$ cat config.mk
export PLATFORM = sky130hd
export DESIGN_NAME = signed_integer_to_radix_digits_unit_flat
export DESIGN_NICKNAME = d
export VERILOG_FILES = /design/src/hw/rtl/sird_pkg.sv /design/src/hw/rtl/sird_if.sv /design/src/hw/rtl/sird_divider.sv /design/src/hw/rtl/signed_integer_to_radix_digits_unit.sv /design/src/flat_wrapper.sv
export VERILOG_INCLUDE_DIRS = /design/src /design/src/hw/rtl
export SDC_FILE = /design/constraint.sdc
export NUM_CORES = 2
export LEC_CHECK = 0
export ABC_AREA = 0
export ABC_CLOCK_PERIOD_IN_PS = 3600
export BUFFER_PORTS_ARGS = -buffer_cell sky130_fd_sc_hd__buf_2
export CELL_PAD_IN_SITES_DETAIL_PLACEMENT = 1
export CELL_PAD_IN_SITES_GLOBAL_PLACEMENT = 2
export CORE_ASPECT_RATIO = 0.5
export CORE_MARGIN = 3
export CORE_UTILIZATION = 40
export DETAILED_ROUTE_END_ITERATION = 16
export HOLD_SLACK_MARGIN = 0.12
export PLACE_DENSITY_LB_ADDON = 0.12
export SLEW_MARGIN = 40
export SYNTH_ARGS = -nofsm -noshare
export SYNTH_HDL_FRONTEND = slang
export SYNTH_SLANG_ARGS = --single-unit
export TNS_END_PERCENT = 30
$ cat constraint.sdc
create_clock -name clk -period 3.6 [get_ports clk]
set_input_delay 0.9 -clock clk [delete_from_list [all_inputs] [get_ports clk]]
set_output_delay 0.9 -clock clk [all_outputs]
set_load 0.02 [all_outputs]
$ cat src/hw/rtl/signed_integer_to_radix_digits_unit_defines.svh
// Assertion macros for the radix digit converter.
// Included by the top level; expects clk and rst in scope.
`ifndef SIGNED_INTEGER_TO_RADIX_DIGITS_UNIT_DEFINES_SVH
`define SIGNED_INTEGER_TO_RADIX_DIGITS_UNIT_DEFINES_SVH

// Same-cycle implication, disabled during reset.
`define SIRD_ASSERT_IMPLY(label, ante, cons, msg) \
  label: assert property (@(posedge clk) disable iff (rst) (ante) |-> (cons)) \
    else $error(msg);

// Next-cycle implication, disabled during reset.
`define SIRD_ASSERT_NEXT(label, ante, cons, msg) \
  label: assert property (@(posedge clk) disable iff (rst) (ante) |=> (cons)) \
    else $error(msg);

`endif

$ cat src/hw/rtl/sird_pkg.sv
// Shared types and constants for the radix digit converter.
// No dependencies; used by the interfaces, the divider and the top level.
`default_nettype none

package sird_pkg;

  localparam int RADIX_W  = 7;
  localparam int INDEX_W  = 6;
  localparam int SYMBOL_W = 8;
  localparam int DIGIT_W  = 6;

  localparam logic OP_LOAD    = 1'b0;
  localparam logic OP_CONVERT = 1'b1;

  localparam logic [SYMBOL_W-1:0] SYM_MINUS  = 8'd45;
  localparam logic [SYMBOL_W-1:0] SYM_PLUS   = 8'd43;
  localparam logic [SYMBOL_W-1:0] PRINT_LOW  = 8'd32;
  localparam logic [SYMBOL_W-1:0] PRINT_HIGH = 8'd126;

  typedef enum logic [3:0] {
    S_IDLE,
    S_CHK_RD,
    S_CHK_TEST,
    S_BAD,
    S_DIV_START,
    S_DIV_WAIT,
    S_SIGN,
    S_POP_RD,
    S_POP_SYM,
    S_POP_OUT
  } state_t;

  typedef struct packed {
    logic busy;
    logic done;
  } div_status_t;

endpackage

`default_nettype wire

$ cat src/hw/rtl/sird_if.sv
// Valid/ready channel interfaces for input items and output characters.
// Depends on sird_pkg for field widths.
`default_nettype none

interface sird_in_if #(
  parameter int NUMBER_WIDTH = 32
);
  logic                                 valid;
  logic                                 ready;
  logic                                 operation;
  logic [sird_pkg::INDEX_W-1:0]         symbol_index;
  logic [sird_pkg::SYMBOL_W-1:0]        symbol_char;
  logic signed [NUMBER_WIDTH-1:0]       number;

  modport source (output valid, operation, symbol_index, symbol_char, number,
                  input ready);
  modport sink   (input valid, operation, symbol_index, symbol_char, number,
                  output ready);
endinterface

interface sird_out_if;
  logic                          valid;
  logic                          ready;
  logic [sird_pkg::SYMBOL_W-1:0] out_char;
  logic                          last;
  logic                          bad_base;

  modport source (output valid, out_char, last, bad_base, input ready);
  modport sink   (input valid, out_char, last, bad_base, output ready);
endinterface

`default_nettype wire

$ cat src/hw/rtl/sird_divider.sv
// Restoring divider: one quotient bit per cycle, divisor up to RADIX_W bits.
// Depends on sird_pkg.
`default_nettype none

module sird_divider #(
  parameter int NUMBER_WIDTH = 32
) (
  input  wire logic                             clk,
  input  wire logic                             rst,
  input  wire logic                             start,
  input  wire logic [NUMBER_WIDTH-1:0]          dividend,
  input  wire logic [sird_pkg::RADIX_W-1:0]     divisor,
  output sird_pkg::div_status_t                 status,
  output logic      [NUMBER_WIDTH-1:0]          quotient,
  output logic      [sird_pkg::RADIX_W:0]       remainder
);

  localparam int CNT_W = $clog2(NUMBER_WIDTH + 1);
  localparam int REM_W = sird_pkg::RADIX_W + 1;

  logic [NUMBER_WIDTH-1:0]          quo;
  logic [REM_W-1:0]                 rem;
  logic [sird_pkg::RADIX_W-1:0]     dvs;
  logic [CNT_W-1:0]                 cnt;
  logic                             busy;
  logic                             done;
  logic [REM_W-1:0]                 trial;
  logic                             fits;

  // Partial remainder stays below the divisor, so its top bit is free.
  assign trial = {rem[REM_W-2:0], quo[NUMBER_WIDTH-1]};
  assign fits  = (trial >= {1'b0, dvs});

  always_ff @(posedge clk) begin
    if (rst) begin
      busy <= 1'b0;
      done <= 1'b0;
      cnt  <= '0;
    end else begin
      done <= 1'b0;
      if (start) begin
        busy <= 1'b1;
        cnt  <= CNT_W'(NUMBER_WIDTH);
      end else if (busy) begin
        cnt <= cnt - CNT_W'(1);
        if (cnt == CNT_W'(1)) begin
          busy <= 1'b0;
          done <= 1'b1;
        end
      end
    end
  end

  always_ff @(posedge clk) begin
    if (start) begin
      quo <= dividend;
      rem <= '0;
      dvs <= divisor;
    end else if (busy) begin
      rem <= fits ? (trial - {1'b0, dvs}) : trial;
      quo <= {quo[NUMBER_WIDTH-2:0], fits};
    end
  end

  assign status.busy = busy;
  assign status.done = done;
  assign quotient    = quo;
  assign remainder   = rem;

endmodule

`default_nettype wire

$ cat src/hw/rtl/signed_integer_to_radix_digits_unit.sv
// Flow: a load item writes the alphabet table on accept; a bad base or alphabet gives one bad-base beat.
// Convert: check the alphabet, divide out each digit, then emit an optional minus sign and the digits.
// Throughput: one item at a time; the slowest item is the most negative 32-bit number in
// base 2 (two-symbol check), set by the bit-serial divider (one quotient bit per cycle).
// Reset: synchronous, active high; clears radix, sequencer, output valid and work registers.
`default_nettype none

`include "signed_integer_to_radix_digits_unit_defines.svh"

module signed_integer_to_radix_digits_unit #(
  parameter int MAX_RADIX    = 64,
  parameter int NUMBER_WIDTH = 32
) (
  input  wire logic                         clk,
  input  wire logic                         rst,
  input  wire logic                         cfg_wr_en,
  input  wire logic [sird_pkg::RADIX_W-1:0] cfg_wr_data,
  sird_in_if.sink                           item_in,
  sird_out_if.source                        char_out
);

  localparam int AW    = $clog2(MAX_RADIX);
  localparam int SW    = $clog2(NUMBER_WIDTH);
  localparam int CW    = $clog2(NUMBER_WIDTH + 1);
  localparam int RW    = sird_pkg::RADIX_W;
  localparam int SYM_W = sird_pkg::SYMBOL_W;
  localparam int DW    = sird_pkg::DIGIT_W;
  localparam logic [RW:0] MAX_RADIX_V = (RW + 1)'(MAX_RADIX);

  // Configuration register: the base, which is also the alphabet size.
  logic [RW-1:0] radix;

  always_ff @(posedge clk) begin
    if (rst) begin
      radix <= '0;
    end else if (cfg_wr_en) begin
      radix <= cfg_wr_data;
    end
  end

  sird_pkg::state_t state, state_next;

  logic in_acc, load_acc, conv_acc, radix_bad;

  assign item_in.ready = (state == sird_pkg::S_IDLE);
  assign in_acc    = item_in.valid && item_in.ready;
  assign load_acc  = in_acc && (item_in.operation == sird_pkg::OP_LOAD);
  assign conv_acc  = in_acc && (item_in.operation == sird_pkg::OP_CONVERT);
  assign radix_bad = (radix < RW'(2)) || ({1'b0, radix} > MAX_RADIX_V);

  // Alphabet table: one write port for load beats, one registered read port
  // shared by the check pass and the character lookup.
  logic [SYM_W-1:0] alpha_mem [MAX_RADIX];
  logic [SYM_W-1:0] alpha_rdata;
  logic [AW-1:0]    alpha_raddr;
  logic             alpha_rd_en;

  // Digit stack: digits come out least significant first, pop them reversed.
  logic [DW-1:0] stack_mem [NUMBER_WIDTH];
  logic [DW-1:0] stack_rdata;
  logic [CW-1:0] depth;
  logic [CW-1:0] depth_dec;

  // Work registers.
  logic [NUMBER_WIDTH-1:0] mag;
  logic                    neg;
  logic [RW-1:0]           sym_pos;
  logic [255:0]            seen;
  logic                    sym_bad;

  // Shared divider.
  logic                    div_start;
  sird_pkg::div_status_t   div_status;
  logic [NUMBER_WIDTH-1:0] div_quot;
  logic [RW:0]             div_rem;

  // Output register.
  logic             out_valid;
  logic [SYM_W-1:0] out_char;
  logic             out_last;
  logic             out_bad;
  logic             out_free;
  logic             out_load;
  logic [SYM_W-1:0] out_char_next;
  logic             out_last_next;
  logic             out_bad_next;

  assign depth_dec = depth - CW'(1);
  assign out_free  = !out_valid || char_out.ready;

  // Index fits the table only when below MAX_RADIX; the narrowing is then lossless.
  always_ff @(posedge clk) begin
    if (load_acc && ({1'b0, item_in.symbol_index} < MAX_RADIX_V)) begin
      alpha_mem[AW'({1'b0, item_in.symbol_index})] <= item_in.symbol_char;
    end
  end

  assign alpha_rd_en = (state == sird_pkg::S_CHK_RD) || (state == sird_pkg::S_POP_SYM);
  assign alpha_raddr = (state == sird_pkg::S_CHK_RD) ? AW'(sym_pos)
                                                     : AW'({1'b0, stack_rdata});

  always_ff @(posedge clk) begin
    if (alpha_rd_en) begin
      alpha_rdata <= alpha_mem[alpha_raddr];
    end
  end

  always_ff @(posedge clk) begin
    if (state == sird_pkg::S_DIV_WAIT && div_status.done) begin
      stack_mem[depth[SW-1:0]] <= div_rem[DW-1:0];
    end
  end

  always_ff @(posedge clk) begin
    if (state == sird_pkg::S_POP_RD) begin
      stack_rdata <= stack_mem[depth_dec[SW-1:0]];
    end
  end

  sird_divider #(
    .NUMBER_WIDTH (NUMBER_WIDTH)
  ) u_divider (
    .clk       (clk),
    .rst       (rst),
    .start     (div_start),
    .dividend  (mag),
    .divisor   (radix),
    .status    (div_status),
    .quotient  (div_quot),
    .remainder (div_rem)
  );

  // A symbol fails if it is a sign, not printable, or already seen.
  assign sym_bad = (alpha_rdata == sird_pkg::SYM_MINUS) ||
                   (alpha_rdata == sird_pkg::SYM_PLUS)  ||
                   (alpha_rdata <  sird_pkg::PRINT_LOW) ||
                   (alpha_rdata >  sird_pkg::PRINT_HIGH) ||
                   seen[alpha_rdata];

  always_ff @(posedge clk) begin
    if (rst) begin
      state <= sird_pkg::S_IDLE;
    end else begin
      state <= state_next;
    end
  end

  always_comb begin
    state_next    = state;
    div_start     = 1'b0;
    out_load      = 1'b0;
    out_char_next = '0;
    out_last_next = 1'b0;
    out_bad_next  = 1'b0;
    case (state)
      sird_pkg::S_IDLE: begin
        if (conv_acc) begin
          state_next = radix_bad ? sird_pkg::S_BAD : sird_pkg::S_CHK_RD;
        end
      end
      sird_pkg::S_CHK_RD: begin
        state_next = sird_pkg::S_CHK_TEST;
      end
      sird_pkg::S_CHK_TEST: begin
        if (sym_bad) begin
          state_next = sird_pkg::S_BAD;
        end else if (sym_pos + RW'(1) == radix) begin
          state_next = sird_pkg::S_DIV_START;
        end else begin
          state_next = sird_pkg::S_CHK_RD;
        end
      end
      sird_pkg::S_BAD: begin
        if (out_free) begin
          out_load      = 1'b1;
          out_last_next = 1'b1;
          out_bad_next  = 1'b1;
          state_next    = sird_pkg::S_IDLE;
        end
      end
      sird_pkg::S_DIV_START: begin
        div_start  = 1'b1;
        state_next = sird_pkg::S_DIV_WAIT;
      end
      sird_pkg::S_DIV_WAIT: begin
        if (div_status.done) begin
          if (div_quot != '0) begin
            state_next = sird_pkg::S_DIV_START;
          end else begin
            state_next = neg ? sird_pkg::S_SIGN : sird_pkg::S_POP_RD;
          end
        end
      end
      sird_pkg::S_SIGN: begin
        if (out_free) begin
          out_load      = 1'b1;
          out_char_next = sird_pkg::SYM_MINUS;
          state_next    = sird_pkg::S_POP_RD;
        end
      end
      sird_pkg::S_POP_RD: begin
        state_next = sird_pkg::S_POP_SYM;
      end
      sird_pkg::S_POP_SYM: begin
        state_next = sird_pkg::S_POP_OUT;
      end
      sird_pkg::S_POP_OUT: begin
        if (out_free) begin
          out_load      = 1'b1;
          out_char_next = alpha_rdata;
          out_last_next = (depth == '0);
          state_next    = (depth == '0) ? sird_pkg::S_IDLE : sird_pkg::S_POP_RD;
        end
      end
      default: begin
        state_next = sird_pkg::S_IDLE;
      end
    endcase
  end

  // Work registers: magnitude, sign, check position, seen map, stack depth.
  always_ff @(posedge clk) begin
    if (rst) begin
      mag     <= '0;
      neg     <= 1'b0;
      sym_pos <= '0;
      seen    <= '0;
      depth   <= '0;
    end else begin
      case (state)
        sird_pkg::S_IDLE: begin
          if (conv_acc) begin
            // Negate in the unsigned domain: the most negative value maps to itself.
            neg     <= item_in.number[NUMBER_WIDTH-1];
            mag     <= item_in.number[NUMBER_WIDTH-1] ? (~item_in.number + 1'b1)
                                                      : item_in.number;
            sym_pos <= '0;
            seen    <= '0;
            depth   <= '0;
          end
        end
        sird_pkg::S_CHK_TEST: begin
          seen[alpha_rdata] <= 1'b1;
          sym_pos           <= sym_pos + RW'(1);
        end
        sird_pkg::S_DIV_WAIT: begin
          if (div_status.done) begin
            mag   <= div_quot;
            depth <= depth + CW'(1);
          end
        end
        sird_pkg::S_POP_RD: begin
          depth <= depth_dec;
        end
        default: begin
        end
      endcase
    end
  end

  // Output register: hold the beat until taken, load a new one when free.
  always_ff @(posedge clk) begin
    if (rst) begin
      out_valid <= 1'b0;
    end else if (out_load) begin
      out_valid <= 1'b1;
    end else if (char_out.ready) begin
      out_valid <= 1'b0;
    end
  end

  always_ff @(posedge clk) begin
    if (out_load) begin
      out_char <= out_char_next;
      out_last <= out_last_next;
      out_bad  <= out_bad_next;
    end
  end

  assign char_out.valid    = out_valid;
  assign char_out.out_char = out_char;
  assign char_out.last     = out_last;
  assign char_out.bad_base = out_bad;

  `SIRD_ASSERT_IMPLY(a_ready_div_idle, item_in.ready, !div_status.busy, "ready while divider busy")
  `SIRD_ASSERT_IMPLY(a_done_in_wait, div_status.done, state == sird_pkg::S_DIV_WAIT, "stray divider done")
  `SIRD_ASSERT_NEXT(a_last_to_idle, out_load && out_last_next, state == sird_pkg::S_IDLE, "no idle after last beat")
  `SIRD_ASSERT_IMPLY(a_bad_form, out_valid && out_bad, out_char == 8'h00 && out_last, "malformed bad-base beat")
  `SIRD_ASSERT_IMPLY(a_depth_range, 1'b1, depth <= CW'(NUMBER_WIDTH), "digit stack overflow")

endmodule

`default_nettype wire
$ cat src/flat_wrapper.sv
// flat-port wrapper written by rule: the top's interface ports become plain ports
module signed_integer_to_radix_digits_unit_flat 
#(
  parameter int MAX_RADIX    = 64,
  parameter int NUMBER_WIDTH = 32
)
  (clk, rst, cfg_wr_en, cfg_wr_data, item_in_valid, item_in_operation, item_in_symbol_index, item_in_symbol_char, item_in_number, item_in_ready, char_out_valid, char_out_out_char, char_out_last, char_out_bad_base, char_out_ready);
  sird_in_if #(.NUMBER_WIDTH(NUMBER_WIDTH)) item_in_i ();
  sird_out_if char_out_i ();
  input  wire logic clk;
  input  wire logic rst;
  input  wire logic cfg_wr_en;
  input  wire logic [sird_pkg::RADIX_W-1:0] cfg_wr_data;
  input wire logic [$bits(item_in_i.valid)-1:0] item_in_valid;
  input wire logic [$bits(item_in_i.operation)-1:0] item_in_operation;
  input wire logic [$bits(item_in_i.symbol_index)-1:0] item_in_symbol_index;
  input wire logic [$bits(item_in_i.symbol_char)-1:0] item_in_symbol_char;
  input wire logic [$bits(item_in_i.number)-1:0] item_in_number;
  output wire logic [$bits(item_in_i.ready)-1:0] item_in_ready;
  output wire logic [$bits(char_out_i.valid)-1:0] char_out_valid;
  output wire logic [$bits(char_out_i.out_char)-1:0] char_out_out_char;
  output wire logic [$bits(char_out_i.last)-1:0] char_out_last;
  output wire logic [$bits(char_out_i.bad_base)-1:0] char_out_bad_base;
  input wire logic [$bits(char_out_i.ready)-1:0] char_out_ready;
  assign item_in_i.valid = item_in_valid;
  assign item_in_i.operation = item_in_operation;
  assign item_in_i.symbol_index = item_in_symbol_index;
  assign item_in_i.symbol_char = item_in_symbol_char;
  assign item_in_i.number = item_in_number;
  assign item_in_ready = item_in_i.ready;
  assign char_out_valid = char_out_i.valid;
  assign char_out_out_char = char_out_i.out_char;
  assign char_out_last = char_out_i.last;
  assign char_out_bad_base = char_out_i.bad_base;
  assign char_out_i.ready = char_out_ready;
  signed_integer_to_radix_digits_unit #(.MAX_RADIX(MAX_RADIX), .NUMBER_WIDTH(NUMBER_WIDTH)) u_core (.clk(clk), .rst(rst), .cfg_wr_en(cfg_wr_en), .cfg_wr_data(cfg_wr_data), .item_in(item_in_i), .char_out(char_out_i));
endmodule
After elaboration in Yosys (flattened, before gate mapping)

Memories as Yosys holds them, arrays and structs flattened. A register that Yosys moved wholly into a read port is not among the register bits.
Index checks and enable logic that the tools add are counted.

Register bits after elaboration: 378
Output and inout port bits: 12
Memories: 2
Bits in writable memories: 704

Magnitude comparators: 7
Mux-type cells: 51
Bitwise logic cells: 4
Reduce and logical (&&, ||, !) cells: 29
Eq/ne operators: 18
Add/sub/neg operators: 6

Memory list:

| memory           | words | width | rd ports | clocked after Yosys merged registers in | wr ports | RTL line                                  | RTL |
|---|---|---|---|---|---|---|---|
| u_core.alpha_mem | 64    | 8     | 1        | 1                                       | 1        | signed_integer_to_radix_digits_unit.sv:53 | `logic [SYM_W-1:0] alpha_mem [MAX_RADIX];` |
| u_core.stack_mem | 32    | 6     | 1        | 1                                       | 1        | signed_integer_to_radix_digits_unit.sv:59 | `logic [DW-1:0] stack_mem [NUMBER_WIDTH];` |

Operators by type and width:

| cell                                                       | number |
|---|---|
| case mux 256 bit (2 select lines)                          | 1 |
| two-way mux 256 bit                                        | 1 |
| bitwise OR 256 bit                                         | 1 |
| two-way mux 32 bit                                         | 5 |
| case mux 32 bit (2 select lines)                           | 1 |
| case mux 4 bit (10 select lines)                           | 1 |
| two-way mux 6 bit                                          | 6 |
| adder 32 x 1 -> 32 bit, second input constant              | 1 |
| NOT 32 bit                                                 | 1 |
| nonzero test 32 bit                                        | 1 |
| two-way mux 4 bit                                          | 7 |
| case mux 6 bit (3 select lines)                            | 1 |
| two-way mux 1 bit                                          | 17 |
| == test 4 x 3 -> 1 bit, second input constant              | 4 |
| == test 8 x 6 -> 1 bit, second input constant              | 2 |
| case mux 8 bit (2 select lines)                            | 1 |
| two-way mux 7 bit                                          | 2 |
| case mux 7 bit (2 select lines)                            | 1 |
| subtractor 6 x 1 -> 6 bit, second input constant           | 2 |
| less-than comparator 8 x 9 -> 1 bit, second input constant | 1 |
| binary-select mux 1 bit (select 8 bit)                     | 1 |
| demux 1 bit (select 8 bit)                                 | 1 |
| == test 4 x 2 -> 1 bit, second input constant              | 2 |
| == test 4 bit, second input constant                       | 2 |
| other kinds (31)                                           | 52 |

Longest topological paths before layout

Depth after elaboration: 7
Mapped depth: 12

Hierarchy

A second synthesis with hierarchy kept.

Cells, all modules: 2783
Area, all modules: 40161.0 um^2

Modules (own cells, without submodules):

| module                              | sequential area each (um^2) | cells each | instances | area an instance (um^2) |
|---|---|---|---|---|
| signed_integer_to_radix_digits_unit | 25584.5                     | 2560       | 1         | 37442.2 |
| sird_divider                        | 1491.4                      | 223        | 1         | 2718.9 |

Worst setup path after synthesis

Ideal clock, no wire load.

Kind: register to register
From: reg u_core.depth[0]
To: reg u_core.stack_rdata[0] (read register of u_core.stack_mem) (data pin)
Setup slack: 0 ps
Data arrival time: 3340 ps
Data required time: 3340 ps
Clock period less this slack: 3600 ps
Library setup time: 260 ps
Buffers on the path: 4
Stages on the path, launching flop included: 10
Path through: dfxtp_1 -> clkbuf_1 -> clkbuf_1 -> inv_1 -> ha_1 -> buf_1 -> clkbuf_1 -> mux4_2 -> mux4_2 -> mux2_2

Word-level cells in the longest chain between the ends: 1

RTL lines:

| item                      | RTL line                                   | RTL |
|---|---|---|
| start: declaration        | signed_integer_to_radix_digits_unit.sv:61  | `logic [CW-1:0] depth;` |
| start signal: assignment  | signed_integer_to_radix_digits_unit.sv:249 | `depth <= depth + CW'(1);` |
| start signal: assignment  | signed_integer_to_radix_digits_unit.sv:253 | `depth <= depth_dec;` |
| subtractor 6 x 1 -> 6 bit | signed_integer_to_radix_digits_unit.sv:88  | `assign depth_dec = depth - CW'(1);` |
| end: declaration          | signed_integer_to_radix_digits_unit.sv:60  | `logic [DW-1:0] stack_rdata;` |

Every way passes these cells.
A chain may end at the register's enable or synchronous reset.

Worst setup path after layout

From: reg u_core.state[1]
To: mem u_core.alpha_mem[61][5] (netlist bit), enable pin

Word-level cells in the longest chain between the ends: 5

RTL lines:

| item                                    | RTL line                                   | RTL |
|---|---|---|
| start: declaration                      | signed_integer_to_radix_digits_unit.sv:41  | `sird_pkg::state_t state, state_next;` |
| start signal: assignment                | signed_integer_to_radix_digits_unit.sv:142 | `state <= sird_pkg::S_IDLE;` |
| start signal: assignment                | signed_integer_to_radix_digits_unit.sv:144 | `state <= state_next;` |
| zero test 4 bit                         | signed_integer_to_radix_digits_unit.sv:45  | `assign item_in.ready = (state == sird_pkg::S_IDLE);` |
| logical AND 1 bit                       | signed_integer_to_radix_digits_unit.sv:46  | `assign in_acc = item_in.valid && item_in.ready;` |
| logical AND 1 bit                       | signed_integer_to_radix_digits_unit.sv:47  | `assign load_acc = in_acc && (item_in.operation == sird_pkg::OP_LOAD);` |
| two-way mux 1 bit                       | signed_integer_to_radix_digits_unit.sv:93  | `if (load_acc && ({1'b0, item_in.symbol_index} < MAX_RADIX_V)) begin` |
| two-way mux 1 bit (not written as such) | signed_integer_to_radix_digits_unit.sv:94  | `alpha_mem[AW'({1'b0, item_in.symbol_index})] <= item_in.symbol_char;` |
| end: declaration                        | signed_integer_to_radix_digits_unit.sv:53  |  |

Every way passes these cells.

==> flow_summary.ini <==
[clock_tree]
cts_tree = done
cts_sinks = 952
cts_buffers = 88
clk_pin_slew_ns = 0.07
htreeDepth = 3
cts_hold_repair.buffers = 0
clkLatencyLatePin_ns = 0.68
root_buffer = clkbuf_16
clock_path_buffers = 3

[power]
powerDensity_nw_per_um2 = 619.4
intPower_mw = 19.81
power_frac_comb = 0.203
seq_power_share = 0.453
leakage_nw = 15.26
p_total_mw = 28.00
clockPowerShare = 0.344
power.net_switching_mw = 8.184
peakVddDrop_mv = 0.3768
swShare = 0.2923

[run]
drv_cap = 0

[synthesis]
ys_warn_count = 0
syn-cell-area_sq_um = 39270
synth-seq-cells = 952
netlist_instances = 2922
synth_ff_type = edfxtp_1
syn_avg_cell_area_sq_um = 13.44
synth_seq_area_share = 0.6809
synth-async-reset-ratio = 0
synth_cell_type_count = 71
synth-edff-count = 767
syn-num-nets = 2997

[place]
pre_cts_slack_ns = 0.2629
dp_cells = 4305
dpl-instance-area_sq_um = 42260
portBuffers = 70
dp.final_hpwl_mm = 70.44
gp_congestion = 0.7989

[drt]
vias = 24631
first_pass_iters = 5
viasPerCell = 5.507
ant_nets = 0
post_drt_wl_per_cell_microns = 24.33
post-route-drc-count = 0
drt_iter0_drc = 2099
routed_wirelength_mm = 108.8

[finish]
layout_commonest_cell = edfxtp_1
layout.nets = 3159
utilization = 0.4694
layout_common_cells = edfxtp_1, nand2_1, nor2_1
area_growth_pct = 15.11
final_cells = 4473
drive_gt1_frac = 0.1874
final_area_sq_um = 45200

[timing]
maxSlewHeadroom = 0.4524
grt_setup_unrepaired = no
fin_ws_ns = 0.2154
fmax_ghz = 0.2955
fin_crit_ns = 3.385
tns_ns = 0
hold_viol = 0
finalMaxSlewViolations = 0
fin_crit_sh = 0.9402
finalSetupViolCount = 0
tightestPinTransition_ns = 0.8214
hold_slack_ns = 0.4642
skew_ns = 0.01720

[die]
die_width_microns = 449.1
die_h_microns = 227.6
std_cell_rows = 80
ios = 71
die_area_sq_um = 102200
core_sq_um = 96290
initial_core_util = 0.4078

[worst_setup_path]
critPathRequiredTime_ns = 3.99
crit_type = reg2reg
cp_max_fo = 22
critPathLaunchType = flip-flop
arrival_ns = 3.78
end_kind = flip-flop

[global_route]
overflow = 0
grt_pass1_vias = 25288
antenna_found_initial = 4
grt_max_degree = 114
track_usage = 0.2136
grt_pass1_wl_mm = 164.1

[outcome]
status = finished, final reports clean

[min_path]
hold_path_class = in2reg
[repair_timing]
action	in CTS	in global routing
setup buffers	0	1
setup endpoints to repair	0	2
hold endpoints to repair	0	0
gates resized for setup	0	2
[power by group through the flow]
stage	Clock (mW)	Sequential, mW	Combinational (mW)
after global routing	10.4	12.7	6.20
after floorplan	0	13.0	3.19
after global placement	0	12.9	5.58
after detailed placement	0	12.9	5.70
after CTS	9.91	12.7	5.73
final	9.63	12.7	5.69
[final timing paths]
| check | cells past startpoint | startpoint | endpoint | slack [ns] |
|---|---|---|---|---|
| min reg2reg | 2 | u_core.seen[56] | u_core.seen[56] | 0.46 |
| max reg2reg | 8 | u_core.state[1] | u_core.alpha_mem[61][5] | 0.22 |
| max | 8 | u_core.state[1] | u_core.alpha_mem[61][5] | 0.22 |
| min | 3 | cfg_wr_data[0] | u_core.radix[0] | 0.46 |
[layout make-up]
type | instances | area [sq um]
Inverter | 28 | 108.9
Clock buffer | 114 | 2350
Multi-Input combinational cell | 1755 | 11780
Timing Repair Buffer | 259 | 2021
Sequential cell | 952 | 26740
Antenna cell | 2 | 5.005
Fill cell | 9791 | 51090
Tap cell | 1312 | 1642
Clock inverter | 51 | 553.0
[registers in the layout, summed over array words and instances, names as in the netlist, 7 cells and up]
register / cells
u_core.stack_mem: 192
u_core.mag: 32
u_core.radix: 7
u_core.alpha_mem: 512
u_core.u_divider.quotient: 32
u_core.char_out.out_char: 8
u_core.seen: 112
u_core.sym_pos: 7
u_core.u_divider.remainder: 7
u_core.alpha_rdata: 8
u_core.u_divider.dvs: 7
[synth_stat cells, types with 34 or more instances]
cell type	n	area, sq um
nand2_1	442	1659
mux4_2	147	3311
dfxtp_1	185	3704
nand3_1	155	775.7
buf_2	39	195.2
edfxtp_1	767	23030
xor2_1	34	297.8
clkbuf_1	122	457.9
a21oi_1	193	965.9
nor2_1	341	1280
o21ai_0	34	170.2
mux2i_1	36	360.4
[worst max-delay path, stage by stage (launching register included)]
cell	delay [ns]
dfxtp_1	0.33
buf_4	0.22
or2_1	0.27
nor3_1	0.37
nand2_1	0.31
nor3b_1	0.48
nand2_1	0.57
nor2_1	0.33
buf_4	0.21
[layer usage]
layer | vias up | share of wire | GRT usage
li1 | 11210 | - | -
met2 | 540 | 0.45 | 0.3345
met3 | 137 | 0.055 | 0.04048
met4 | 2 | 0.019 | 0.04765
met1 | 12742 | 0.47 | 0.3115
met5 | - | 0.00012 | 0
[logic make-up after synthesis]
group           share of synthesized area
fa+ha+maj                        0.005289
mux                               0.09986
flops                              0.6809
buf+inv                           0.02304
compound gates                    0.05669
xor+xnor                          0.01160
simple gates                       0.1227
Power figures use the tool's default switching activity.
